### src/design/csl_pkg.sv
// Shared types and constants for the Chebyshev-series layer profile block.
// Holds the command and result transfer structs, op codes and fixed widths.
// No dependencies.
package csl_pkg;

    localparam int MAX_COEFS_DEF  = 16;
    localparam int MAX_LAYERS_DEF = 64;

    localparam int COEF_INDEX_W  = 4;
    localparam int COEF_W        = 32;
    localparam int LAYER_COUNT_W = 7;
    localparam int COEF_COUNT_W  = 5;
    localparam int LAYER_IDX_W   = 6;
    localparam int THICK_W       = 32;
    localparam int Q30_W         = 32;
    localparam int PROD_W        = 64;

    localparam logic OP_WRITE   = 1'b0;
    localparam logic OP_COMPUTE = 1'b1;

    localparam logic [Q30_W-1:0] ONE_Q30 = 32'h4000_0000;

    typedef struct packed {
        logic                            op;
        logic [COEF_INDEX_W-1:0]         coef_index;
        logic signed [COEF_W-1:0]        coef_value;
        logic [LAYER_COUNT_W-1:0]        layer_count;
        logic [COEF_COUNT_W-1:0]         coef_count;
    } t_cmd;

    typedef struct packed {
        logic [LAYER_IDX_W-1:0] layer_index;
        logic [THICK_W-1:0]     thickness;
        logic                   last;
    } t_result;

endpackage

### src/design/chebyshev_series_layer_profile.sv
// Chebyshev-series layer profile: sequencer, shared multiplier and accumulator.
// Depends on csl_pkg, csl_coef_ram and csl_div.
// Write transfer: completes at its accept edge, busy stays low.
// Compute transfer (L layers, P coefs): a division runs first when L >= 2, then each layer
// sums T terms, T = terms of the layer's parity below P; one shared 32x32 multiplier
// takes two passes per term and the store gives one coefficient read per term.
// Results come one per layer as a one-cycle o_strobe; the receiver cannot stall.
// Reset: sequencer idle, coefficient store reads as all zeros.
module chebyshev_series_layer_profile
    import csl_pkg::*;
#(
    parameter int MAX_COEFS = MAX_COEFS_DEF,
    parameter int MAX_LAYERS = MAX_LAYERS_DEF
) (
    input  logic    i_clk,
    input  logic    i_rst_n,
    input  logic    start,
    output logic    busy,
    input  t_cmd    i_cmd,
    output logic    o_strobe,
    output t_result o_result
);

    localparam int AW    = $clog2(MAX_COEFS);
    localparam int PW    = $clog2(MAX_COEFS + 1);
    localparam int JW    = $clog2(MAX_COEFS + 2);
    localparam int LCW   = $clog2(MAX_LAYERS + 1);
    localparam int LW    = $clog2(MAX_LAYERS);
    localparam int SUM_W = 34 + $clog2(MAX_COEFS);

    localparam logic [2:0] S_IDLE  = 3'd0;
    localparam logic [2:0] S_DIV   = 3'd1;
    localparam logic [2:0] S_LAYER = 3'd2;
    localparam logic [2:0] S_MUL_C = 3'd3;
    localparam logic [2:0] S_MUL_X = 3'd4;
    localparam logic [2:0] S_STEP  = 3'd5;
    localparam logic [2:0] S_FIN   = 3'd6;

    logic [2:0]              r_state, n_state;
    logic [LCW-1:0]          r_lcnt, n_lcnt;
    logic [PW-1:0]           r_pcnt, n_pcnt;
    logic [LW-1:0]           r_layer, n_layer;
    logic [Q30_W-1:0]        r_xq, n_xq;
    logic [Q30_W-1:0]        r_qa, n_qa;
    logic [LCW-1:0]          r_ra, n_ra;
    logic [LCW-1:0]          r_racc, n_racc;
    logic [JW-1:0]           r_j, n_j;
    logic signed [Q30_W-1:0] r_x, n_x;
    logic signed [Q30_W-1:0] r_tprev, n_tprev;
    logic signed [Q30_W-1:0] r_tcur, n_tcur;
    logic signed [SUM_W-1:0] r_sum, n_sum;
    logic signed [PROD_W-1:0] r_prod, n_prod;
    logic                    r_strobe, n_strobe;
    t_result                 r_result, n_result;

    logic                    w_accept;
    logic [LCW-1:0]          w_lsat;
    logic [PW-1:0]           w_psat;
    logic                    w_wr_en;
    logic [AW-1:0]           w_wr_addr;
    logic                    w_rd_en;
    logic [AW-1:0]           w_rd_addr;
    logic [COEF_W-1:0]       w_rd_data;
    logic                    w_div_start;
    logic [LCW-1:0]          w_div_d;
    logic                    w_div_done;
    logic [Q30_W-1:0]        w_div_quot;
    logic [LCW-1:0]          w_div_rem;
    logic signed [Q30_W-1:0] w_ma, w_mb;
    logic signed [PROD_W-1:0] w_prod;
    logic [PROD_W-1:0]       w_rnd30, w_rnd29;
    logic signed [SUM_W-1:0] w_term;
    logic signed [34:0]      w_diff;
    logic signed [Q30_W-1:0] w_tnext;
    logic signed [Q30_W-1:0] w_xnew;
    logic [JW-1:0]           w_j0, w_jn;
    logic [SUM_W-1:0]        w_mag;
    logic [THICK_W-1:0]      w_thick;
    logic                    w_last;
    logic [LCW:0]            w_rsum;
    logic [LCW:0]            w_dl;

    assign w_accept = start && !busy;
    assign busy     = (r_state != S_IDLE);

    always_comb begin
        w_lsat = (32'(i_cmd.layer_count) > MAX_LAYERS) ? LCW'(MAX_LAYERS)
                                                       : LCW'(i_cmd.layer_count);
        w_psat = (32'(i_cmd.coef_count) > MAX_COEFS) ? PW'(MAX_COEFS)
                                                     : PW'(i_cmd.coef_count);
        w_wr_en   = w_accept && (i_cmd.op == OP_WRITE)
                    && (32'(i_cmd.coef_index) < MAX_COEFS);
        w_wr_addr = AW'(i_cmd.coef_index);
        w_div_d   = w_lsat - 1'b1;
    end

    csl_coef_ram #(
        .DEPTH  (MAX_COEFS),
        .DATA_W (COEF_W)
    ) u_ram (
        .i_clk     (i_clk),
        .i_rst_n   (i_rst_n),
        .i_wr_en   (w_wr_en),
        .i_wr_addr (w_wr_addr),
        .i_wr_data (i_cmd.coef_value),
        .i_rd_en   (w_rd_en),
        .i_rd_addr (w_rd_addr),
        .o_rd_data (w_rd_data)
    );

    csl_div #(
        .DIV_W (LCW),
        .Q_W   (Q30_W)
    ) u_div (
        .i_clk     (i_clk),
        .i_rst_n   (i_rst_n),
        .i_start   (w_div_start),
        .i_divisor (w_div_d),
        .o_done    (w_div_done),
        .o_quot    (w_div_quot),
        .o_rem     (w_div_rem)
    );

    always_comb begin
        w_ma   = (r_state == S_MUL_C) ? $signed(w_rd_data) : r_x;
        w_mb   = (r_state == S_MUL_C) ? r_tprev : r_tcur;
        w_prod = w_ma * w_mb;

        w_rnd30 = r_prod + 64'sd536870912;
        w_term  = {{(SUM_W-34){w_rnd30[63]}}, w_rnd30[63:30]};

        w_rnd29 = r_prod + 64'sd268435456;
        w_diff  = $signed(w_rnd29[63:29]) - $signed({{3{r_tprev[31]}}, r_tprev});
        if (w_diff > 35'sd1073741824) begin
            w_tnext = $signed(ONE_Q30);
        end else if (w_diff < -35'sd1073741824) begin
            w_tnext = -$signed(ONE_Q30);
        end else begin
            w_tnext = w_diff[31:0];
        end

        w_xnew = $signed(r_xq - ONE_Q30);
        w_j0   = JW'(r_layer[0]);
        w_jn   = r_j + JW'(2);

        w_mag   = r_sum[SUM_W-1] ? SUM_W'(-r_sum) : SUM_W'(r_sum);
        w_thick = (w_mag[SUM_W-1:THICK_W] != '0) ? '1 : w_mag[THICK_W-1:0];
        w_last  = ((LCW'(r_layer) + 1'b1) == r_lcnt);

        w_dl   = (LCW+1)'(r_lcnt - 1'b1);
        w_rsum = (LCW+1)'(r_racc) + (LCW+1)'(r_ra);
    end

    always_comb begin
        n_state  = r_state;
        n_lcnt   = r_lcnt;
        n_pcnt   = r_pcnt;
        n_layer  = r_layer;
        n_xq     = r_xq;
        n_qa     = r_qa;
        n_ra     = r_ra;
        n_racc   = r_racc;
        n_j      = r_j;
        n_x      = r_x;
        n_tprev  = r_tprev;
        n_tcur   = r_tcur;
        n_sum    = r_sum;
        n_prod   = r_prod;
        n_strobe = 1'b0;
        n_result = r_result;
        w_rd_en     = 1'b0;
        w_rd_addr   = '0;
        w_div_start = 1'b0;

        case (r_state)
            S_IDLE: begin
                if (w_accept && (i_cmd.op == OP_COMPUTE) && (w_lsat != '0)) begin
                    n_lcnt  = w_lsat;
                    n_pcnt  = w_psat;
                    n_layer = '0;
                    n_xq    = '0;
                    n_racc  = '0;
                    if (w_lsat == LCW'(1)) begin
                        n_state = S_LAYER;
                    end else begin
                        w_div_start = 1'b1;
                        n_state     = S_DIV;
                    end
                end
            end
            S_DIV: begin
                if (w_div_done) begin
                    n_qa    = w_div_quot;
                    n_ra    = w_div_rem;
                    n_state = S_LAYER;
                end
            end
            S_LAYER: begin
                n_x     = w_xnew;
                n_tprev = $signed(ONE_Q30);
                n_tcur  = w_xnew;
                n_j     = w_j0;
                n_sum   = '0;
                if (w_j0 < JW'(r_pcnt)) begin
                    w_rd_en   = 1'b1;
                    w_rd_addr = AW'(w_j0);
                    n_state   = S_MUL_C;
                end else begin
                    n_state = S_FIN;
                end
            end
            S_MUL_C: begin
                n_prod  = w_prod;
                n_state = S_MUL_X;
            end
            S_MUL_X: begin
                n_prod  = w_prod;
                n_sum   = r_sum + w_term;
                n_state = S_STEP;
            end
            S_STEP: begin
                n_tprev = r_tcur;
                n_tcur  = w_tnext;
                n_j     = w_jn;
                if (w_jn < JW'(r_pcnt)) begin
                    w_rd_en   = 1'b1;
                    w_rd_addr = AW'(w_jn);
                    n_state   = S_MUL_C;
                end else begin
                    n_state = S_FIN;
                end
            end
            S_FIN: begin
                n_strobe             = 1'b1;
                n_result.layer_index = LAYER_IDX_W'(r_layer);
                n_result.thickness   = w_thick;
                n_result.last        = w_last;
                if (w_last) begin
                    n_state = S_IDLE;
                end else begin
                    n_layer = r_layer + 1'b1;
                    if (w_rsum >= w_dl) begin
                        n_racc = LCW'(w_rsum - w_dl);
                        n_xq   = r_xq + r_qa + 1'b1;
                    end else begin
                        n_racc = LCW'(w_rsum);
                        n_xq   = r_xq + r_qa;
                    end
                    n_state = S_LAYER;
                end
            end
            default: begin
                n_state = S_IDLE;
            end
        endcase
    end

    always_ff @(posedge i_clk) begin
        if (!i_rst_n) begin
            r_state  <= S_IDLE;
            r_strobe <= 1'b0;
        end else begin
            r_state  <= n_state;
            r_strobe <= n_strobe;
        end
    end

    always_ff @(posedge i_clk) begin
        r_lcnt   <= n_lcnt;
        r_pcnt   <= n_pcnt;
        r_layer  <= n_layer;
        r_xq     <= n_xq;
        r_qa     <= n_qa;
        r_ra     <= n_ra;
        r_racc   <= n_racc;
        r_j      <= n_j;
        r_x      <= n_x;
        r_tprev  <= n_tprev;
        r_tcur   <= n_tcur;
        r_sum    <= n_sum;
        r_prod   <= n_prod;
        r_result <= n_result;
    end

    assign o_strobe = r_strobe;
    assign o_result = r_result;

    a_zero_layers: assert property (@(posedge i_clk) disable iff (!i_rst_n)
        (w_accept && (i_cmd.op == OP_COMPUTE) && (i_cmd.layer_count == '0)) |=> !busy)
        else $error("empty compute transfer left the block busy");

    a_last_idle: assert property (@(posedge i_clk) disable iff (!i_rst_n)
        (o_strobe && o_result.last) |-> !busy)
        else $error("sequencer still running after final layer");

    a_step_order: assert property (@(posedge i_clk) disable iff (!i_rst_n)
        (r_state == S_STEP) |-> ($past(r_state) == S_MUL_X))
        else $error("recurrence step without preceding multiply");

endmodule

### src/design/csl_coef_ram.sv
// Coefficient store: synchronous single-write, single-read memory.
// Registered read data; entries never written since reset read as zero.
// No dependencies.
module csl_coef_ram #(
    parameter int DEPTH = 16,
    parameter int DATA_W = 32
) (
    input  logic                       i_clk,
    input  logic                       i_rst_n,
    input  logic                       i_wr_en,
    input  logic [$clog2(DEPTH)-1:0]   i_wr_addr,
    input  logic [DATA_W-1:0]          i_wr_data,
    input  logic                       i_rd_en,
    input  logic [$clog2(DEPTH)-1:0]   i_rd_addr,
    output logic [DATA_W-1:0]          o_rd_data
);

    logic [DATA_W-1:0] r_mem [DEPTH];
    logic [DEPTH-1:0]  r_valid;
    logic [DATA_W-1:0] r_rd_data;

    always_ff @(posedge i_clk) begin
        if (!i_rst_n) begin
            r_valid <= '0;
        end else if (i_wr_en) begin
            r_valid[i_wr_addr] <= 1'b1;
        end
    end

    always_ff @(posedge i_clk) begin
        if (i_wr_en) begin
            r_mem[i_wr_addr] <= i_wr_data;
        end
    end

    always_ff @(posedge i_clk) begin
        if (i_rd_en) begin
            r_rd_data <= r_valid[i_rd_addr] ? r_mem[i_rd_addr] : '0;
        end
    end

    assign o_rd_data = r_rd_data;

endmodule

### src/design/csl_div.sv
// Restoring bit-serial divider: (2^(Q_W-1)) / divisor, one quotient bit per cycle.
// Returns quotient and remainder with a one-cycle done pulse. No dependencies.
module csl_div #(
    parameter int DIV_W = 7,
    parameter int Q_W = 32
) (
    input  logic             i_clk,
    input  logic             i_rst_n,
    input  logic             i_start,
    input  logic [DIV_W-1:0] i_divisor,
    output logic             o_done,
    output logic [Q_W-1:0]   o_quot,
    output logic [DIV_W-1:0] o_rem
);

    localparam int CW = $clog2(Q_W);

    logic             r_busy;
    logic             r_done;
    logic [CW-1:0]    r_cnt;
    logic [DIV_W-1:0] r_d;
    logic [DIV_W-1:0] r_rem;
    logic [Q_W-1:0]   r_quot;

    logic             w_bit;
    logic [DIV_W:0]   w_rem2;
    logic [DIV_W:0]   w_sub;
    logic             w_ge;

    always_comb begin
        w_bit  = (r_cnt == CW'(Q_W - 1));
        w_rem2 = {r_rem, w_bit};
        w_ge   = (w_rem2 >= {1'b0, r_d});
        w_sub  = w_rem2 - {1'b0, r_d};
    end

    always_ff @(posedge i_clk) begin
        if (!i_rst_n) begin
            r_busy <= 1'b0;
            r_done <= 1'b0;
            r_cnt  <= '0;
        end else begin
            r_done <= 1'b0;
            if (i_start) begin
                r_busy <= 1'b1;
                r_cnt  <= CW'(Q_W - 1);
            end else if (r_busy) begin
                if (r_cnt == '0) begin
                    r_busy <= 1'b0;
                    r_done <= 1'b1;
                end else begin
                    r_cnt <= r_cnt - 1'b1;
                end
            end
        end
    end

    always_ff @(posedge i_clk) begin
        if (i_start) begin
            r_d    <= i_divisor;
            r_rem  <= '0;
            r_quot <= '0;
        end else if (r_busy) begin
            r_rem  <= w_ge ? w_sub[DIV_W-1:0] : w_rem2[DIV_W-1:0];
            r_quot <= {r_quot[Q_W-2:0], w_ge};
        end
    end

    assign o_done = r_done;
    assign o_quot = r_quot;
    assign o_rem  = r_rem;

    a_no_restart: assert property (@(posedge i_clk) disable iff (!i_rst_n)
        i_start |-> !r_busy) else $error("divider restarted while running");

endmodule
### config.mk
export PLATFORM = sky130hd
export DESIGN_NAME = chebyshev_series_layer_profile
export DESIGN_NICKNAME = d
export VERILOG_FILES = /design/src/design/csl_pkg.sv /design/src/design/chebyshev_series_layer_profile.sv /design/src/design/csl_coef_ram.sv /design/src/design/csl_div.sv
export SDC_FILE = /design/constraint.sdc
export NUM_CORES = 2
export LEC_CHECK = 0
export CELL_PAD_IN_SITES_DETAIL_PLACEMENT = 1
export CELL_PAD_IN_SITES_GLOBAL_PLACEMENT = 1
export CORE_UTILIZATION = 35
export DETAILED_ROUTE_END_ITERATION = 10
export DONT_BUFFER_PORTS = 1
export PLACE_DENSITY_LB_ADDON = 0.1
export SYNTH_ARGS = -nofsm -noshare
export SYNTH_HDL_FRONTEND = slang
export SYNTH_SLANG_ARGS = --single-unit
export TNS_END_PERCENT = 10
### constraint.sdc
create_clock -name i_clk -period 25.9 [get_ports i_clk]
set_input_delay 3.885 -clock i_clk [delete_from_list [all_inputs] [get_ports i_clk]]
set_output_delay 3.885 -clock i_clk [all_outputs]
set_load 0.01 [all_outputs]
==> summary.md <==
| Metric | Value |
|---|---|
| Setup violators final | `0` |
| Vias in the first global route | `56863` |
| EDFF count, synth | `861` |
| Cts hold-fix bufs | `0` |
| Post-synth cell types | `78` |
| Io pins | `93` |
| Synth top cells by count | `fa_1, inv_1, edfxtp_1` |
| RSZ-0062 raised after global routing | `no` |
| CTS tree | `done` |
| Worst-skew pair later-pin latency | `0.78 ns` |
| Die Wd | `474 um` |
| Post-DP HPWL | `196000 um` |
| Worst Clk Skew | `0.0801 ns` |
| Setup bufs post-CTS | `0` |
| Placement Setup Slack | `13.69 ns` |
| MaxCap Viol Count | `0` |
| Avg WL per Cell | `26.9 um` |
| Cells after Synth | `6861` |
| Max_slew headroom | `0.169` |
| Via density | `5.20` |
| Fin crit period | `12.09 ns` |
| Die H | `474 um` |
| Area of the mapped netlist | `0.0778 mm2` |
| Iteration-0 DRC Markers | `3210` |
| Full die area | `0.224 mm2` |
| Finished Cell Area | `0.0854 mm2` |
| Drt drc | `0` |
| Pin count of the biggest net entering global routing | `147` |
| Worst setup path class | `flip-flop to flip-flop` |
| Avg Cell Area, Syn | `11.3 um2` |
| Outcome | `complete, no violations` |
| Worst hold path class | `flip-flop to flip-flop` |
| Synth top area cells | `edfxtp_1, fa_1, ha_1` |
| Placer Congestion | `0.888` |
| Slew Limit Fails | `0` |
| Fmax achieved | `82.7 MHz` |
| Antenna violations before repair | `8` |
| GRT Util Overall | `0.240` |
| Worst EP arrival | `12.59 ns` |
| Starting Density | `0.353` |
| Slowest stage cell, crit path | `mux2i_1` |
| First drt pass iteration count | `5` |
| Final Hold Fails | `0` |
| CP Data Required Time | `26.41 ns` |
| Worst Path Buf+Inv | `6` |
| Root Buffer | `clkbuf_16` |
| Grt total ovfl | `0` |
| WL final | `265000 um` |
| Ys async rst share | `0` |
| CP startpoint kind | `flip-flop` |
| Nets@finish | `8278` |
| Max incr delay on CP | `1.02 ns` |
| Synth top area share | `0.332` |
| Clk slew on worst S/H paths | `0.06 ns` |
| Final worst slack | `13.81 ns` |
| First-pass GRT wire length | `391000 um` |
| Synth Flop Type | `edfxtp_1` |
| Dpl cell area | `0.0819 mm2` |
| CP max FO | `146` |
| Synth warn | `0` |
| Share of cells above drive strength 1 | `0.0855` |
| Mapped Nets | `8321` |
| Crit share post-route | `0.467` |
| H-Tree Depth | `3` |
| Most numerous cell in the Yosys netlist | `fa_1` |
| Synth Register Bits | `927` |
| Area leader, netlist | `edfxtp_1` |
| CTS max path bufs | `3` |
| Synth-to-Final Area Change | `9.72%` |
| Vias | `51316` |
| Detail Route Antenna Nets | `0` |
| Crit path max-delay family | `adder cells` |
| Worst Tran Pin Value | `1.24 ns` |
| Core area | `0.220 mm2` |
| Setup TNS | `0 ns` |
| Row Count | `172` |
| Clock Sinks | `927` |
| Post_cts resized | `0` |
| Port Buffers | `0` |
| Sequential area share after synthesis | `0.349` |
| Inserted Clock Buffers | `105` |
| Critical Path Most Common Cell | `fa_1` |
| Crit end category | `flip-flop` |
[registers in the layout, summed over array words and instances (netlist names), 6 cells and up]
register / flops
r_sum: 38
r_tprev: 32
o_result: 39
r_layer: 6
u_ram.o_rd_data: 32
r_racc: 7
r_tcur: 32
r_prod: 36
u_div.r_d: 7
r_ra: 7
r_qa: 32
r_x: 32
u_ram.r_mem: 512
r_xq: 32
r_lcnt: 7
u_div.o_rem: 7
u_div.o_quot: 32
u_ram.r_valid: 16
[cell families after synthesis]
family	Yosys count	synth area share
AO/OA/AOI/OAI	761	0.0639
buffers and inverters	1329	0.0645
XOR/XNOR	294	0.0331
AND/OR/NAND/NOR	1906	0.106
multiplexers	236	0.0521
flip-flops	927	0.349
adder cells (fa/ha/maj)	1408	0.331
[per-stage QoR]
step           hold WS, ns  utilization  std cells
2_1_floorplan        0.408            -       6861
3_3_place_gp         0.425        0.372       9668
3_5_place_dp         0.438        0.372       9669
4_1_cts              0.420        0.387       9867
5_1_grt              0.430        0.387       9867
6_report             0.429        0.387       9869
[worst paths after layout]
kind,slack (ns),depth (start not counted),end,from
worst max-delay path,13.81,28,r_prod[59],r_state[2]
worst min-delay path,0.43,0,r_qa[16],u_div.o_quot[16]
worst min register to register,0.43,0,r_qa[16],u_div.o_quot[16]
worst max register to register,13.81,28,r_prod[59],r_state[2]
[cell type report]
| class | count | area (um2) |
|---|---|---|
| Antenna cell | 2 | 5.00 |
| Multi-Input combinational cell | 4605 | 46100 |
| Tap cell | 2958 | 3700 |
| Fill cell | 23877 | 135000 |
| Sequential cell | 927 | 27200 |
| Timing Repair Buffer | 131 | 1010 |
| Clock buffer | 142 | 2830 |
| Clock inverter | 56 | 604 |
| Inverter | 1048 | 3930 |
[cells in the final DEF (no fill, tap or decap), types with 21 or more instances in the layout]
| cell | Yosys | routed |
|---|---|---|
| o31ai_1 | 23 | 23 |
| nand3_1 | 78 | 77 |
| and2_1 | 59 | 58 |
| buf_4 | 0 | 129 |
| a22oi_1 | 67 | 66 |
| clkbuf_16 | 0 | 105 |
| a21o_1 | 79 | 79 |
| fa_1 | 1087 | 1087 |
| edfxtp_1 | 861 | 861 |
| nor3_1 | 53 | 49 |
| mux2i_1 | 69 | 38 |
| o21ai_0 | 129 | 123 |
| xor2_1 | 142 | 142 |
| ha_1 | 321 | 321 |
| and3_1 | 32 | 30 |
| clkinv_1 | 1 | 24 |
| nor2_1 | 794 | 780 |
| a31oi_1 | 25 | 25 |
| mux2_2 | 35 | 35 |
| nand4_1 | 35 | 35 |
| mux4_2 | 132 | 132 |
| o21a_1 | 69 | 69 |
| dfxtp_1 | 66 | 65 |
| inv_1 | 1047 | 1046 |
| nor2b_1 | 29 | 29 |
| nand2b_1 | 36 | 36 |
| a21oi_1 | 193 | 185 |
| a211oi_1 | 25 | 25 |
| xnor2_1 | 152 | 152 |
| clkbuf_1 | 240 | 31 |
| nand2_2 | 30 | 32 |
| nand2_1 | 655 | 652 |
| mux2i_2 | 0 | 27 |
| o21bai_1 | 22 | 21 |
[per-layer routing]
metal / global-route usage / wire, um / vias up / share of wire
met2: 0.400 / 127000 / 1072 / 0.48
met1: 0.324 / 118000 / 27436 / 0.45
met5: 0 / 0 / - / 0
li1: - / - / 22503 / -
met4: 0.0703 / 8480 / 0 / 0.032
met3: 0.0319 / 11500 / 305 / 0.043
Power is not shown: default switching activity piles up to over one toggle a cycle in this logic, so the estimate is an artifact.
